===== config.mk =====
export PLATFORM = sky130hd
export DESIGN_NAME = integer_to_radix_text
export DESIGN_NICKNAME = d
export VERILOG_FILES = /design/src/itr_pkg.sv /design/src/itr_ram.sv /design/src/itr_dp.sv /design/src/itr_ctrl.sv /design/src/integer_to_radix_text.sv
export SDC_FILE = /design/constraint.sdc
export NUM_CORES = 1
export LEC_CHECK = 0
export BUFFER_PORTS_ARGS = -buffer_cell sky130_fd_sc_hd__buf_2
export CELL_PAD_IN_SITES_DETAIL_PLACEMENT = 1
export CELL_PAD_IN_SITES_GLOBAL_PLACEMENT = 2
export CORE_MARGIN = 2
export CORE_UTILIZATION = 30
export CTS_BUF_LIST = sky130_fd_sc_hd__clkbuf_4 sky130_fd_sc_hd__clkbuf_8
export DETAILED_ROUTE_END_ITERATION = 10
export PLACE_DENSITY_LB_ADDON = 0.1
export SKIP_LAST_GASP = 1
export SLEW_MARGIN = 20
export SYNTH_ARGS = -nofsm -noshare
export SYNTH_HDL_FRONTEND = slang
export SYNTH_HIERARCHICAL = 1
export SYNTH_SLANG_ARGS = --single-unit

===== constraint.sdc =====
create_clock -name clk -period 21.2 [get_ports clk]
set_input_delay 3.18 -clock clk [delete_from_list [all_inputs] [get_ports clk]]
set_output_delay 3.18 -clock clk [all_outputs]
set_load 0.05 [all_outputs]

===== src/itr_pkg.sv =====
// Shared constants, types and helper functions for the radix text converter.
// No dependencies; every other source file except itr_ram imports this package.
package itr_pkg;

  // Width of the integer that is converted.
  localparam int VALUE_WIDTH = 32;
  localparam int RADIX_WIDTH = 6;
  localparam int CHAR_WIDTH  = 7;

  // The divider produces this many quotient bits in each cycle in which it steps.
  localparam int STEP_BITS      = 8;
  localparam int DIV_CYCLES     = (VALUE_WIDTH + STEP_BITS - 1) / STEP_BITS;
  localparam int WORK_WIDTH     = DIV_CYCLES * STEP_BITS;
  localparam int STEP_CNT_WIDTH = (DIV_CYCLES > 1) ? $clog2(DIV_CYCLES) : 1;

  // Radix 2 gives the longest text: one character for each value bit.
  localparam int DIGIT_DEPTH = VALUE_WIDTH;
  localparam int ADDR_WIDTH  = $clog2(DIGIT_DEPTH);

  localparam int RADIX_MIN     = 2;
  localparam int RADIX_MAX     = 36;
  localparam int RADIX_DEC     = 10;
  localparam int DIGIT_MAX_DEC = 9;

  localparam logic [CHAR_WIDTH-1:0] CHAR_ZERO  = 7'h30;
  localparam logic [CHAR_WIDTH-1:0] CHAR_A     = 7'h61;
  localparam logic [CHAR_WIDTH-1:0] CHAR_MINUS = 7'h2d;
  localparam logic [CHAR_WIDTH-1:0] CHAR_NONE  = 7'h00;

  typedef enum logic [2:0] {
    ST_IDLE,
    ST_DECIDE,
    ST_DIV,
    ST_STORE,
    ST_SIGN,
    ST_FETCH,
    ST_OUT
  } state_t;

  typedef enum logic [1:0] {
    EMIT_SINGLE,
    EMIT_SIGN,
    EMIT_DIGIT
  } emit_sel_t;

  // Commands from the controller to the datapath.
  typedef struct packed {
    logic      load;
    logic      div_step;
    logic      store;
    logic      idx_dec;
    emit_sel_t emit_sel;
  } cmd_t;

  // Status from the datapath to the controller.
  typedef struct packed {
    logic bad;
    logic zero;
    logic neg;
    logic div_last;
    logic quo_zero;
    logic idx_zero;
  } status_t;

  // Maps a digit value to its lower-case ASCII character.
  function automatic logic [CHAR_WIDTH-1:0] digit_to_char(input logic [RADIX_WIDTH-1:0] d);
    logic [CHAR_WIDTH-1:0] d_ext;
    d_ext = CHAR_WIDTH'(d);
    if (d_ext > CHAR_WIDTH'(DIGIT_MAX_DEC)) begin
      return CHAR_A + d_ext - CHAR_WIDTH'(RADIX_DEC);
    end
    return CHAR_ZERO + d_ext;
  endfunction

endpackage


===== src/itr_ram.sv =====
// Generic single-write, single-read RAM with a registered read port.
// No dependencies.
module itr_ram #(
  parameter int WIDTH = 8,
  parameter int DEPTH = 32
) (
  input  logic                     clk,
  input  logic                     we,
  input  logic [$clog2(DEPTH)-1:0] waddr,
  input  logic [WIDTH-1:0]         wdata,
  input  logic [$clog2(DEPTH)-1:0] raddr,
  output logic [WIDTH-1:0]         rdata
);

  logic [WIDTH-1:0] mem [DEPTH];

  // Write port and registered read port.
  always_ff @(posedge clk) begin
    if (we) begin
      mem[waddr] <= wdata;
    end
    rdata <= mem[raddr];
  end

endmodule


===== src/itr_dp.sv =====
// Datapath of the radix text converter: magnitude register, radix divider,
// digit store and result selection. Depends on itr_pkg and itr_ram.
module itr_dp import itr_pkg::*; (
  input  logic                          clk,
  input  logic                          rst,
  input  cmd_t                          cmd,
  output status_t                       status,
  input  logic signed [VALUE_WIDTH-1:0] value,
  input  logic [RADIX_WIDTH-1:0]        radix,
  output logic [CHAR_WIDTH-1:0]         digit_char,
  output logic                          is_last,
  output logic                          nonzero,
  output logic                          bad_radix
);

  logic [WORK_WIDTH-1:0]     work;
  logic [WORK_WIDTH-1:0]     work_step;
  logic [RADIX_WIDTH-1:0]    rem;
  logic [RADIX_WIDTH-1:0]    rem_step;
  logic [RADIX_WIDTH-1:0]    base;
  logic [STEP_CNT_WIDTH-1:0] step;
  logic [ADDR_WIDTH-1:0]     count;
  logic [ADDR_WIDTH-1:0]     idx;
  logic                      bad_flag;
  logic                      nz_flag;
  logic                      neg_flag;
  logic [VALUE_WIDTH-1:0]    bits;
  logic [VALUE_WIDTH-1:0]    mag;
  logic                      in_bad;
  logic                      in_neg;
  logic [CHAR_WIDTH-1:0]     rdata;

  // Input decode for the load of a new transaction.
  assign bits   = VALUE_WIDTH'(value);
  assign in_bad = (radix < RADIX_WIDTH'(RADIX_MIN)) || (radix > RADIX_WIDTH'(RADIX_MAX));
  assign in_neg = (radix == RADIX_WIDTH'(RADIX_DEC)) && bits[VALUE_WIDTH-1];
  assign mag    = in_neg ? (~bits + VALUE_WIDTH'(1)) : bits;

  // Restoring division, several quotient bits per cycle. The dividend
  // shifts out at the top while quotient bits shift in at the bottom.
  always_comb begin
    logic [RADIX_WIDTH-1:0] r;
    logic [WORK_WIDTH-1:0]  w;
    logic [RADIX_WIDTH:0]   t;
    r = rem;
    w = work;
    t = '0;
    for (int j = 0; j < STEP_BITS; j++) begin
      t = {r, w[WORK_WIDTH-1]};
      w = {w[WORK_WIDTH-2:0], 1'b0};
      if (t >= {1'b0, base}) begin
        t = t - {1'b0, base};
        w[0] = 1'b1;
      end
      r = t[RADIX_WIDTH-1:0];
    end
    rem_step  = r;
    work_step = w;
  end

  // Working registers.
  always_ff @(posedge clk) begin
    if (rst) begin
      step     <= '0;
      count    <= '0;
      idx      <= '0;
      bad_flag <= 1'b0;
      nz_flag  <= 1'b0;
      neg_flag <= 1'b0;
      rem      <= '0;
    end else begin
      if (cmd.load) begin
        work     <= WORK_WIDTH'(mag);
        base     <= radix;
        rem      <= '0;
        step     <= '0;
        count    <= '0;
        bad_flag <= in_bad;
        nz_flag  <= (bits != '0);
        neg_flag <= in_neg;
      end
      if (cmd.div_step) begin
        work <= work_step;
        rem  <= rem_step;
        step <= step + STEP_CNT_WIDTH'(1);
      end
      if (cmd.store) begin
        count <= count + ADDR_WIDTH'(1);
        idx   <= count;
        rem   <= '0;
        step  <= '0;
      end
      if (cmd.idx_dec) begin
        idx <= idx - ADDR_WIDTH'(1);
      end
    end
  end

  // Digit store, least significant character first.
  itr_ram #(
    .WIDTH(CHAR_WIDTH),
    .DEPTH(DIGIT_DEPTH)
  ) u_store (
    .clk  (clk),
    .we   (cmd.store),
    .waddr(count),
    .wdata(digit_to_char(rem)),
    .raddr(idx),
    .rdata(rdata)
  );

  // Status toward the controller.
  always_comb begin
    status.bad      = bad_flag;
    status.zero     = !nz_flag;
    status.neg      = neg_flag;
    status.div_last = (step == STEP_CNT_WIDTH'(DIV_CYCLES - 1));
    status.quo_zero = (work == '0);
    status.idx_zero = (idx == '0);
  end

  // Result field selection.
  always_comb begin
    case (cmd.emit_sel)
      EMIT_SINGLE: begin
        digit_char = bad_flag ? CHAR_NONE : CHAR_ZERO;
        is_last    = 1'b1;
        nonzero    = nz_flag;
        bad_radix  = bad_flag;
      end
      EMIT_SIGN: begin
        digit_char = CHAR_MINUS;
        is_last    = 1'b0;
        nonzero    = 1'b1;
        bad_radix  = 1'b0;
      end
      EMIT_DIGIT: begin
        digit_char = rdata;
        is_last    = (idx == '0);
        nonzero    = 1'b1;
        bad_radix  = 1'b0;
      end
      default: begin
        digit_char = CHAR_NONE;
        is_last    = 1'b0;
        nonzero    = 1'b0;
        bad_radix  = 1'b0;
      end
    endcase
  end

endmodule


===== src/itr_ctrl.sv =====
// Controller state machine of the radix text converter.
// Depends on itr_pkg; drives the datapath through cmd_t and reads status_t.
module itr_ctrl import itr_pkg::*; (
  input  logic    clk,
  input  logic    rst,
  input  logic    start,
  output logic    busy,
  output logic    strobe,
  input  status_t status,
  output cmd_t    cmd
);

  state_t state;
  state_t state_next;

  // State register.
  always_ff @(posedge clk) begin
    if (rst) begin
      state <= ST_IDLE;
    end else begin
      state <= state_next;
    end
  end

  // Next state.
  always_comb begin
    state_next = state;
    case (state)
      ST_IDLE: begin
        if (start) state_next = ST_DECIDE;
      end
      ST_DECIDE: begin
        state_next = (status.bad || status.zero) ? ST_IDLE : ST_DIV;
      end
      ST_DIV: begin
        if (status.div_last) state_next = ST_STORE;
      end
      ST_STORE: begin
        if (!status.quo_zero) begin
          state_next = ST_DIV;
        end else begin
          state_next = status.neg ? ST_SIGN : ST_FETCH;
        end
      end
      ST_SIGN:  state_next = ST_OUT;
      ST_FETCH: state_next = ST_OUT;
      ST_OUT: begin
        state_next = status.idx_zero ? ST_IDLE : ST_FETCH;
      end
      default: state_next = ST_IDLE;
    endcase
  end

  // Outputs and datapath commands.
  always_comb begin
    busy         = (state != ST_IDLE);
    strobe       = 1'b0;
    cmd.load     = 1'b0;
    cmd.div_step = 1'b0;
    cmd.store    = 1'b0;
    cmd.idx_dec  = 1'b0;
    cmd.emit_sel = EMIT_DIGIT;
    case (state)
      ST_IDLE: cmd.load = start;
      ST_DECIDE: begin
        strobe       = status.bad || status.zero;
        cmd.emit_sel = EMIT_SINGLE;
      end
      ST_DIV:   cmd.div_step = 1'b1;
      ST_STORE: cmd.store = 1'b1;
      ST_SIGN: begin
        strobe       = 1'b1;
        cmd.emit_sel = EMIT_SIGN;
      end
      ST_FETCH: cmd.emit_sel = EMIT_DIGIT;
      ST_OUT: begin
        strobe       = 1'b1;
        cmd.idx_dec  = 1'b1;
        cmd.emit_sel = EMIT_DIGIT;
      end
      default: cmd.emit_sel = EMIT_DIGIT;
    endcase
  end

endmodule


===== src/integer_to_radix_text.sv =====
// Top level of the radix text converter: controller and datapath.
// Depends on itr_pkg, itr_ctrl and itr_dp.
//
//   Channel  | Handshake          | Payload
//   ---------+--------------------+-----------------------------------------
//   command  | start in, busy out | value[31:0] signed, radix[5:0]
//   result   | strobe out         | digit_char[6:0], is_last, nonzero,
//            |                    | bad_radix
//
// A transaction is taken when start is high and busy is low. A bad radix or a
// zero value gives its single result in the cycle after it is taken. Otherwise
// each digit is computed by divider steps of 8 quotient bits each and then
// stored, and each character is then read back through the registered digit
// store read port, in a fetch state and then an output state. Reset is
// synchronous and returns to idle. Results cannot be stalled; each is shown
// for exactly one cycle with strobe.
module integer_to_radix_text import itr_pkg::*; (
  input  logic                          clk,
  input  logic                          rst,
  input  logic                          start,
  output logic                          busy,
  input  logic signed [VALUE_WIDTH-1:0] value,
  input  logic [RADIX_WIDTH-1:0]        radix,
  output logic                          strobe,
  output logic [CHAR_WIDTH-1:0]         digit_char,
  output logic                          is_last,
  output logic                          nonzero,
  output logic                          bad_radix
);

  cmd_t    cmd;
  status_t status;

  // Sequencing.
  itr_ctrl u_ctrl (
    .clk   (clk),
    .rst   (rst),
    .start (start),
    .busy  (busy),
    .strobe(strobe),
    .status(status),
    .cmd   (cmd)
  );

  // Division, digit storage and result fields.
  itr_dp u_dp (
    .clk       (clk),
    .rst       (rst),
    .cmd       (cmd),
    .status    (status),
    .value     (value),
    .radix     (radix),
    .digit_char(digit_char),
    .is_last   (is_last),
    .nonzero   (nonzero),
    .bad_radix (bad_radix)
  );

endmodule


# --- After elaboration in Yosys (flattened, before gate mapping) ---
# Memory sizes are Yosys's and may differ from the RTL's. A register that Yosys moved wholly into a read port is not among the register bits.
# Index checks and enable logic that the tools add are counted.
totals:
  ff_bits: 62
  ramBits: 224
  out_inout_bits: 12
  elab_cells: 121
  mem_count: 1
memory_table:
  columns: ["memory", "depth", "width", "rd", "rd_ports_with_merged_regs", "wr", "line", "text"]
  rows:
  - ["u_dp.u_store.mem", 32, 7, 1, 1, 1, "itr_ram.sv:15", "logic [WIDTH-1:0] mem [DEPTH];"]
op_classes:
  n_addsub: 15
  magnitude_cmp: 11
  eq_ne: 12
  mux: 50
  bitwise: 2
  n_reduce_logical: 20
ops:
  columns: ["op", "n"]
  rows:
  - ["32-bit 2-to-1 mux", 3]
  - ["6-bit 2-to-1 mux", 11]
  - ["7-bit by 6-bit greater-or-equal comparator with 1-bit output", 8]
  - ["6-bit subtractor", 8]
  - ["32-bit by 1-bit adder with 32-bit output, second input constant", 1]
  - ["32-bit zero test", 1]
  - ["32-bit NOT", 1]
  - ["32-bit nonzero test", 1]
  - ["7-bit one-hot mux with 3 select lines", 1]
  - ["5-bit 2-to-1 mux", 4]
  - ["3-bit one-hot mux with 6 select lines", 1]
  - ["1-bit 2-to-1 mux", 17]
  - ["7-bit 2-to-1 mux", 2]
  - ["3-bit 2-to-1 mux", 4]
  - ["3-bit equality test, second input constant", 3]
  - ["2-bit OR reduction", 4]
  - ["6-bit by 6-bit adder with 7-bit output, first input constant", 1]
  - ["7-bit by 6-bit adder with 7-bit output, first input constant", 1]
  - ["7-bit by 4-bit subtractor with 7-bit output, second input constant", 1]
  - ["3-bit by 2-bit equality test with 1-bit output, second input constant", 2]
  - ["6-bit by 4-bit equality test with 1-bit output, second input constant", 1]
  - ["6-bit by 4-bit greater-than comparator with 1-bit output, second input constant", 1]
  - ["6-bit greater-than comparator, second input constant", 1]
  - ["6-bit by 2-bit < comparator with 1-bit output, second input constant", 1]
  - ["other kinds (20)", 31]

# --- Longest topological paths before layout ---
depth:
  word_depth: 17
  ltp_mapped: 81

# --- Cells and area by module ---
# Netlist, hierarchy kept.
modules_own_cells:
  columns: ["module", "instances", "cells_each", "area_per_inst_um2", "seq_area_each_um2"]
  rows:
  - ["itr_ram", 1, 370, 8833.5, 6866.6]
  - ["itr_dp", 1, 767, 6373.6, 1561.5]
  - ["itr_ctrl", 1, 37, 277.8, 60.1]

# --- Least setup slack after synthesis ---
# Ideal clock, no wire load.
synth_path:
  kind: "register to register"
  from: "reg u_dp.base[1]"
  to: "reg u_dp.rem[0]"
  t_arrival_ns: 16.161
  path_slack_ns: 4.922
  stages_incl_launch_ff: 77
  period_less_slack_ns: 16.278
  cell_sequence: "edfxtp_1 inv_1 ha_1 nand2_1 o21ai_2 o21ai_2 nand2_1 o21ai_0 inv_1 ha_1 a21o_1 a21oi_1 o21ai_1 a221o_1 nor2_1 clkbuf_1 a21boi_0 ha_1 [... 41 more ...] nand3b_1 a21o_1 o41ai_1 mux2_2 inv_1 ha_1 nor2b_1 o21ai_0 nand2b_1 a21o_1 a21oi_1 o21ai_0 a21oi_1 nor2b_1 o21ai_0 a32oi_4 mux2i_1 a22o_1"
synth_between:
  elab_chain_cells: 17
synth_rtl:
  columns: ["item", "line", "text"]
  rows:
  - ["from (decl)", "itr_dp.sv:20", "logic [RADIX_WIDTH-1:0] base;"]
  - ["from (signal assigned)", "itr_dp.sv:74", "base <= radix;"]
  - ["6-bit subtractor or 7-bit by 6-bit greater-or-equal comparator with 1-bit output (tied branches)", "itr_dp.sv:52, itr_dp.sv:51", null]
  - ["6-bit 2-to-1 mux", "itr_dp.sv:51", "if (t >= {1'b0, base}) begin"]
  - ["6-bit subtractor or 7-bit by 6-bit greater-or-equal comparator with 1-bit output (tied branches)", "itr_dp.sv:52, itr_dp.sv:51", null]
  - ["6-bit 2-to-1 mux", "itr_dp.sv:51", null]
  - ["6-bit subtractor or 7-bit by 6-bit greater-or-equal comparator with 1-bit output (tied branches)", "itr_dp.sv:52, itr_dp.sv:51", null]
  - ["6-bit 2-to-1 mux", "itr_dp.sv:51", null]
  - ["6-bit subtractor or 7-bit by 6-bit greater-or-equal comparator with 1-bit output (tied branches)", "itr_dp.sv:52, itr_dp.sv:51", null]
  - ["6-bit 2-to-1 mux", "itr_dp.sv:51", null]
  - ["6-bit subtractor or 7-bit by 6-bit greater-or-equal comparator with 1-bit output (tied branches)", "itr_dp.sv:52, itr_dp.sv:51", null]
  - ["6-bit 2-to-1 mux", "itr_dp.sv:51", null]
  - ["7-bit by 6-bit greater-or-equal comparator with 1-bit output or 6-bit subtractor (tied branches)", "itr_dp.sv:51, itr_dp.sv:52", null]
  - ["6-bit 2-to-1 mux", "itr_dp.sv:51", null]
  - ["6-bit subtractor or 7-bit by 6-bit greater-or-equal comparator with 1-bit output (tied branches)", "itr_dp.sv:52, itr_dp.sv:51", null]
  - ["6-bit 2-to-1 mux", "itr_dp.sv:51", null]
  - ["7-bit by 6-bit greater-or-equal comparator with 1-bit output (*)", "itr_dp.sv:51", null]
  - ["6-bit 2-to-1 mux (*)", "itr_dp.sv:51", null]
  - ["6-bit 2-to-1 mux (*)", "itr_dp.sv:82", "if (cmd.div_step) begin"]
  - ["to (signal assigned)", "itr_dp.sv:84", "rem <= rem_step;"]
  - ["to (decl)", "itr_dp.sv:18", "logic [RADIX_WIDTH-1:0] rem;"]
# Every way passes the cells marked *; elsewhere a longest branch is shown, timed or not.
# A chain may end at the register's enable or synchronous reset.

# --- Worst setup path in the final report ---
layout_path:
  from: "reg u_dp.base[1]"
  to: "reg u_dp.rem[1]"
layout_between:
  elab_chain_cells: 17
layout_rtl:
  columns: ["item", "line"]
  rows:
  - ["6-bit subtractor or 7-bit by 6-bit greater-or-equal comparator with 1-bit output (tied branches)", "itr_dp.sv:52, itr_dp.sv:51"]
  - ["6-bit 2-to-1 mux", "itr_dp.sv:51"]
  - ["6-bit subtractor or 7-bit by 6-bit greater-or-equal comparator with 1-bit output (tied branches)", "itr_dp.sv:52, itr_dp.sv:51"]
  - ["6-bit 2-to-1 mux", "itr_dp.sv:51"]
  - ["6-bit subtractor or 7-bit by 6-bit greater-or-equal comparator with 1-bit output (tied branches)", "itr_dp.sv:52, itr_dp.sv:51"]
  - ["6-bit 2-to-1 mux", "itr_dp.sv:51"]
  - ["6-bit subtractor or 7-bit by 6-bit greater-or-equal comparator with 1-bit output (tied branches)", "itr_dp.sv:52, itr_dp.sv:51"]
  - ["6-bit 2-to-1 mux", "itr_dp.sv:51"]
  - ["6-bit subtractor or 7-bit by 6-bit greater-or-equal comparator with 1-bit output (tied branches)", "itr_dp.sv:52, itr_dp.sv:51"]
  - ["6-bit 2-to-1 mux", "itr_dp.sv:51"]
  - ["7-bit by 6-bit greater-or-equal comparator with 1-bit output or 6-bit subtractor (tied branches)", "itr_dp.sv:51, itr_dp.sv:52"]
  - ["6-bit 2-to-1 mux", "itr_dp.sv:51"]
  - ["7-bit by 6-bit greater-or-equal comparator with 1-bit output or 6-bit subtractor (tied branches)", "itr_dp.sv:51, itr_dp.sv:52"]
  - ["6-bit 2-to-1 mux", "itr_dp.sv:51"]
  - ["6-bit subtractor or 7-bit by 6-bit greater-or-equal comparator with 1-bit output (tied branches)", "itr_dp.sv:52, itr_dp.sv:51"]
  - ["6-bit 2-to-1 mux (*)", "itr_dp.sv:51"]
  - ["6-bit 2-to-1 mux (*)", "itr_dp.sv:82"]
# Marked as above.

==> reports/results.tsv <==
stage	metric	value	unit
floorplanning	core box area	51200	sq um
global_routing	met1 usage	25.24	%
yosys	dominant cells by area after synthesis	edfxtp_1, mux4_2, ha_1	
yosys	post-synthesis async set-or-reset flop share	0	%
critical_path	Worst path most repeated cell	o21ai_0	
critical_path	Critical Path Source Type	flop	
place	I/O Buffers	52	
global_routing	busiest grt layer	met1	
sta	Final Hold Viols	0	
floorplanning	Die H	231.2	microns
clocking	worst skew pair latency	0.65	ns
sta	worst slew pin tran	1.021	ns
place	routability-driven placement congestion ratio	0.7940	
job	maxcap violations	0	
critical_path	Setup Crit Path Kind	reg2reg	
detailed_routing	first drt pass iteration count	4	
global_routing	met2 Use GR	24.88	%
place	DP HPWL	30.77	mm
status	outcome	finished clean	
detailed_routing	WL/cell	22.37	microns
min_path	Min-Delay Startpoint	u_dp/nz_flag	
cells_and_area	multi-input logic area	6634	sq um
clocking	post-CTS setup buffer count	0	
cells_and_area	nets	1362	
detailed_routing	DRT Wirelength	44.20	mm
floorplanning	Top Ports	53	
global_routing	Congestion Overflow GR	0	
min_path	worst hold path class	reg2reg	
floorplanning	Die ar.	53450	sq um
clocking	H-tree Lvls	2	
sta	Max Fclk	52.10	MHz
critical_path	Worst setup startpoint	u_dp/base[1]	
cells_and_area	FF/Latch Area	8493	sq um
clocking	CTS clk-pin slew, worst paths	0.06	ns
yosys	#FFs+latches synth	293	
floorplanning	# rows	83	
clocking	# hold bufs at CTS	0	
yosys	area leader, netlist	edfxtp_1	
yosys	top-area cell type share of the netlist area	50.81	%
global_routing	vias in the first global route	10460	
detailed_routing	vias per cell	5.041	
critical_path	slowest cell on the critical path	inv_1	
sta	Min Clock Period, post-route	19.19	ns
yosys	mapped cell area	15480	sq um
critical_path	Crit. End Element	flop	
sta	Setup TNS	0	ns
yosys	top_reg_cell synth	edfxtp_1	
critical_path	CP top delay family	compound AO/OA/AOI/OAI gates	
sta	RSZ-0062 raised after global routing	false	
detailed_routing	remaining antenna violation count	0	
global_routing	met3 GRT Util	2.879	%
global_routing	global-route wire length before repair	66.92	mm
global_routing	largest net degree at the start of global routing	73	
sta	# setup viols final	0	
cells_and_area	fill count	5446	
yosys	yosys synthesis warning count	6	
yosys	Cell variety after synth	87	
place	dpl ws	1.403	ns
clocking	CTS Sinks	293	
yosys	syn_nets	1286	
critical_path	slowest stage delay, CP	0.65	ns
floorplanning	Starting Density	30.25	%
critical_path	CP required	21.74	ns
clocking	TritonCTS clock tree	done	
sta	Pins Over Slew Limit	0	
sta	final setup margin	2.006	ns
detailed_routing	drt first-iter violations	583	
global_routing	initial antenna violation count	1	
global_routing	Global Route Usage Sum	16.71	%
yosys	number of synthesized flops with an enable pin	262	
critical_path	origin of the critical flop-to-flop path	u_dp/base[1]	
cells_and_area	layout cells sized above 1	21.95	%
critical_path	Max FO, Critical Path	20	
clocking	Clock Path Buffers	3	
cells_and_area	P&R area growth vs syn	14.28	%
yosys	Mapped Cells	1174	
yosys	post-synthesis sequential area ratio	54.82	%
critical_path	Arr. time, crit path	19.74	ns
clocking	clock root cell	clkbuf_8	
sta	Setup Skew	0.03206	ns
detailed_routing	detailed-route via count	9961	
yosys	Avg Cell Area, Syn	13.19	sq um
clocking	CTS Buf Count	53	
sta	relative slew slack	31.94	%
detailed_routing	number of remaining DRC errors	0	
critical_path	Critical path buffers and inverters	4	
sta	crit share post-route	90.54	%
floorplanning	die width	231.2	microns
[final cells by class]
type / instances / area share [%]
flip-flops and latches: 293 / 48.00
multi-input cells: 783 / 37.49
clock buffers: 76 / 5.204
well taps: 680 / 4.808
repair buffers: 66 / 2.065
clock inverters: 23 / 1.287
inverters: 53 / 1.124
diodes: 2 / 0.02828
[worst paths after layout]
kind,endpoint,slack [ns],cells after the start
worst min register to register,u_dp/nz_flag,0.52,2
worst min-delay path,u_dp/nz_flag,0.52,2
worst max register to register,u_dp/rem[1],2.01,74
worst max-delay path,u_dp/rem[1],2.01,74
[per-layer routing]
layer,vias to the layer above,wire length (microns)
li1,4681,-
met1,5042,22570
met2,183,19040
met3,55,1914
met4,0,676
met5,-,0
[cells in the mapped netlist, types with 23 or more instances]
library cell,count
ha_1,63
o21ai_0,69
clkbuf_1,26
xor2_1,36
mux4_2,70
inv_1,53
nor2_1,91
a21oi_1,42
edfxtp_1,262
nand2_1,88
dfxtp_1,31
xnor2_1,23
nor2b_1,24
[logic make-up after synthesis]
| family | synth area share (%) |
|---|---|
| AOI/OAI and AO/OA | 9.599 |
| xor gates and xnor gates | 3.337 |
| adders and majority gates | 6.125 |
| buffers and inverters | 2.836 |
| DFF | 54.82 |
| muxes | 12.73 |
| and+or+nand+nor | 10.55 |
[cells in the final DEF, fill, tap and decap left out, drive strengths merged, types with 24 or more instances in the layout]
| cell | instances |
|---|---|
| dfxtp | 31 |
| clkbuf | 76 |
| inv | 55 |
| ha | 63 |
| nor2 | 91 |
| buf | 66 |
| nor2b | 24 |
| nand2 | 88 |
| a21oi | 42 |
| edfxtp | 262 |
| o21ai | 76 |
| mux4 | 70 |
| xor2 | 36 |
[worst register-to-register path: cells and delay by family (launching register included)]
| kind | cells | cell delay (ns) |
|---|---|---|
| AOI/OAI and AO/OA | 38 | 9.68 |
| DFF | 1 | 0.57 |
| adders and majority gates | 8 | 2.62 |
| muxes | 7 | 2.50 |
| buffers and inverters | 4 | 1.04 |
| and+or+nand+nor | 17 | 2.67 |
[through the flow]
stage                     std cells  area, sq um  hold slack (ns)  utilization, %
after floorplan                1174        15480           0.4617               -
after global placement         1875        16530           0.5116           32.28
after detailed placement       1875        16530           0.5136           32.28
after CTS                      1974        17680           0.5233           34.53
after global routing           1975        17690           0.5494           34.56
final                          1976        17700           0.5174           34.56
[registers in the layout, summed over array words and instances (netlist names)]
name,count
u_dp/u_store/mem,224
u_dp/work,32
u_dp/u_store/rdata,7
u_dp/base,6
u_dp/rem,6
u_dp/count,5
u_dp/idx,5
u_ctrl/state,3
u_dp/step,2
u_dp/bad_flag,1
u_dp/neg_flag,1
u_dp/nz_flag,1
[what timing repair did]
| item | in CTS | in global routing |
|---|---|---|
| setup endpoints to repair | 0 | 7 |
| resized for setup | 0 | 3 |
| endpoints found under the hold margin | 0 | 0 |
Power is not shown: default switching activity piles up to over one toggle a cycle in this logic, so the estimate is an artifact.
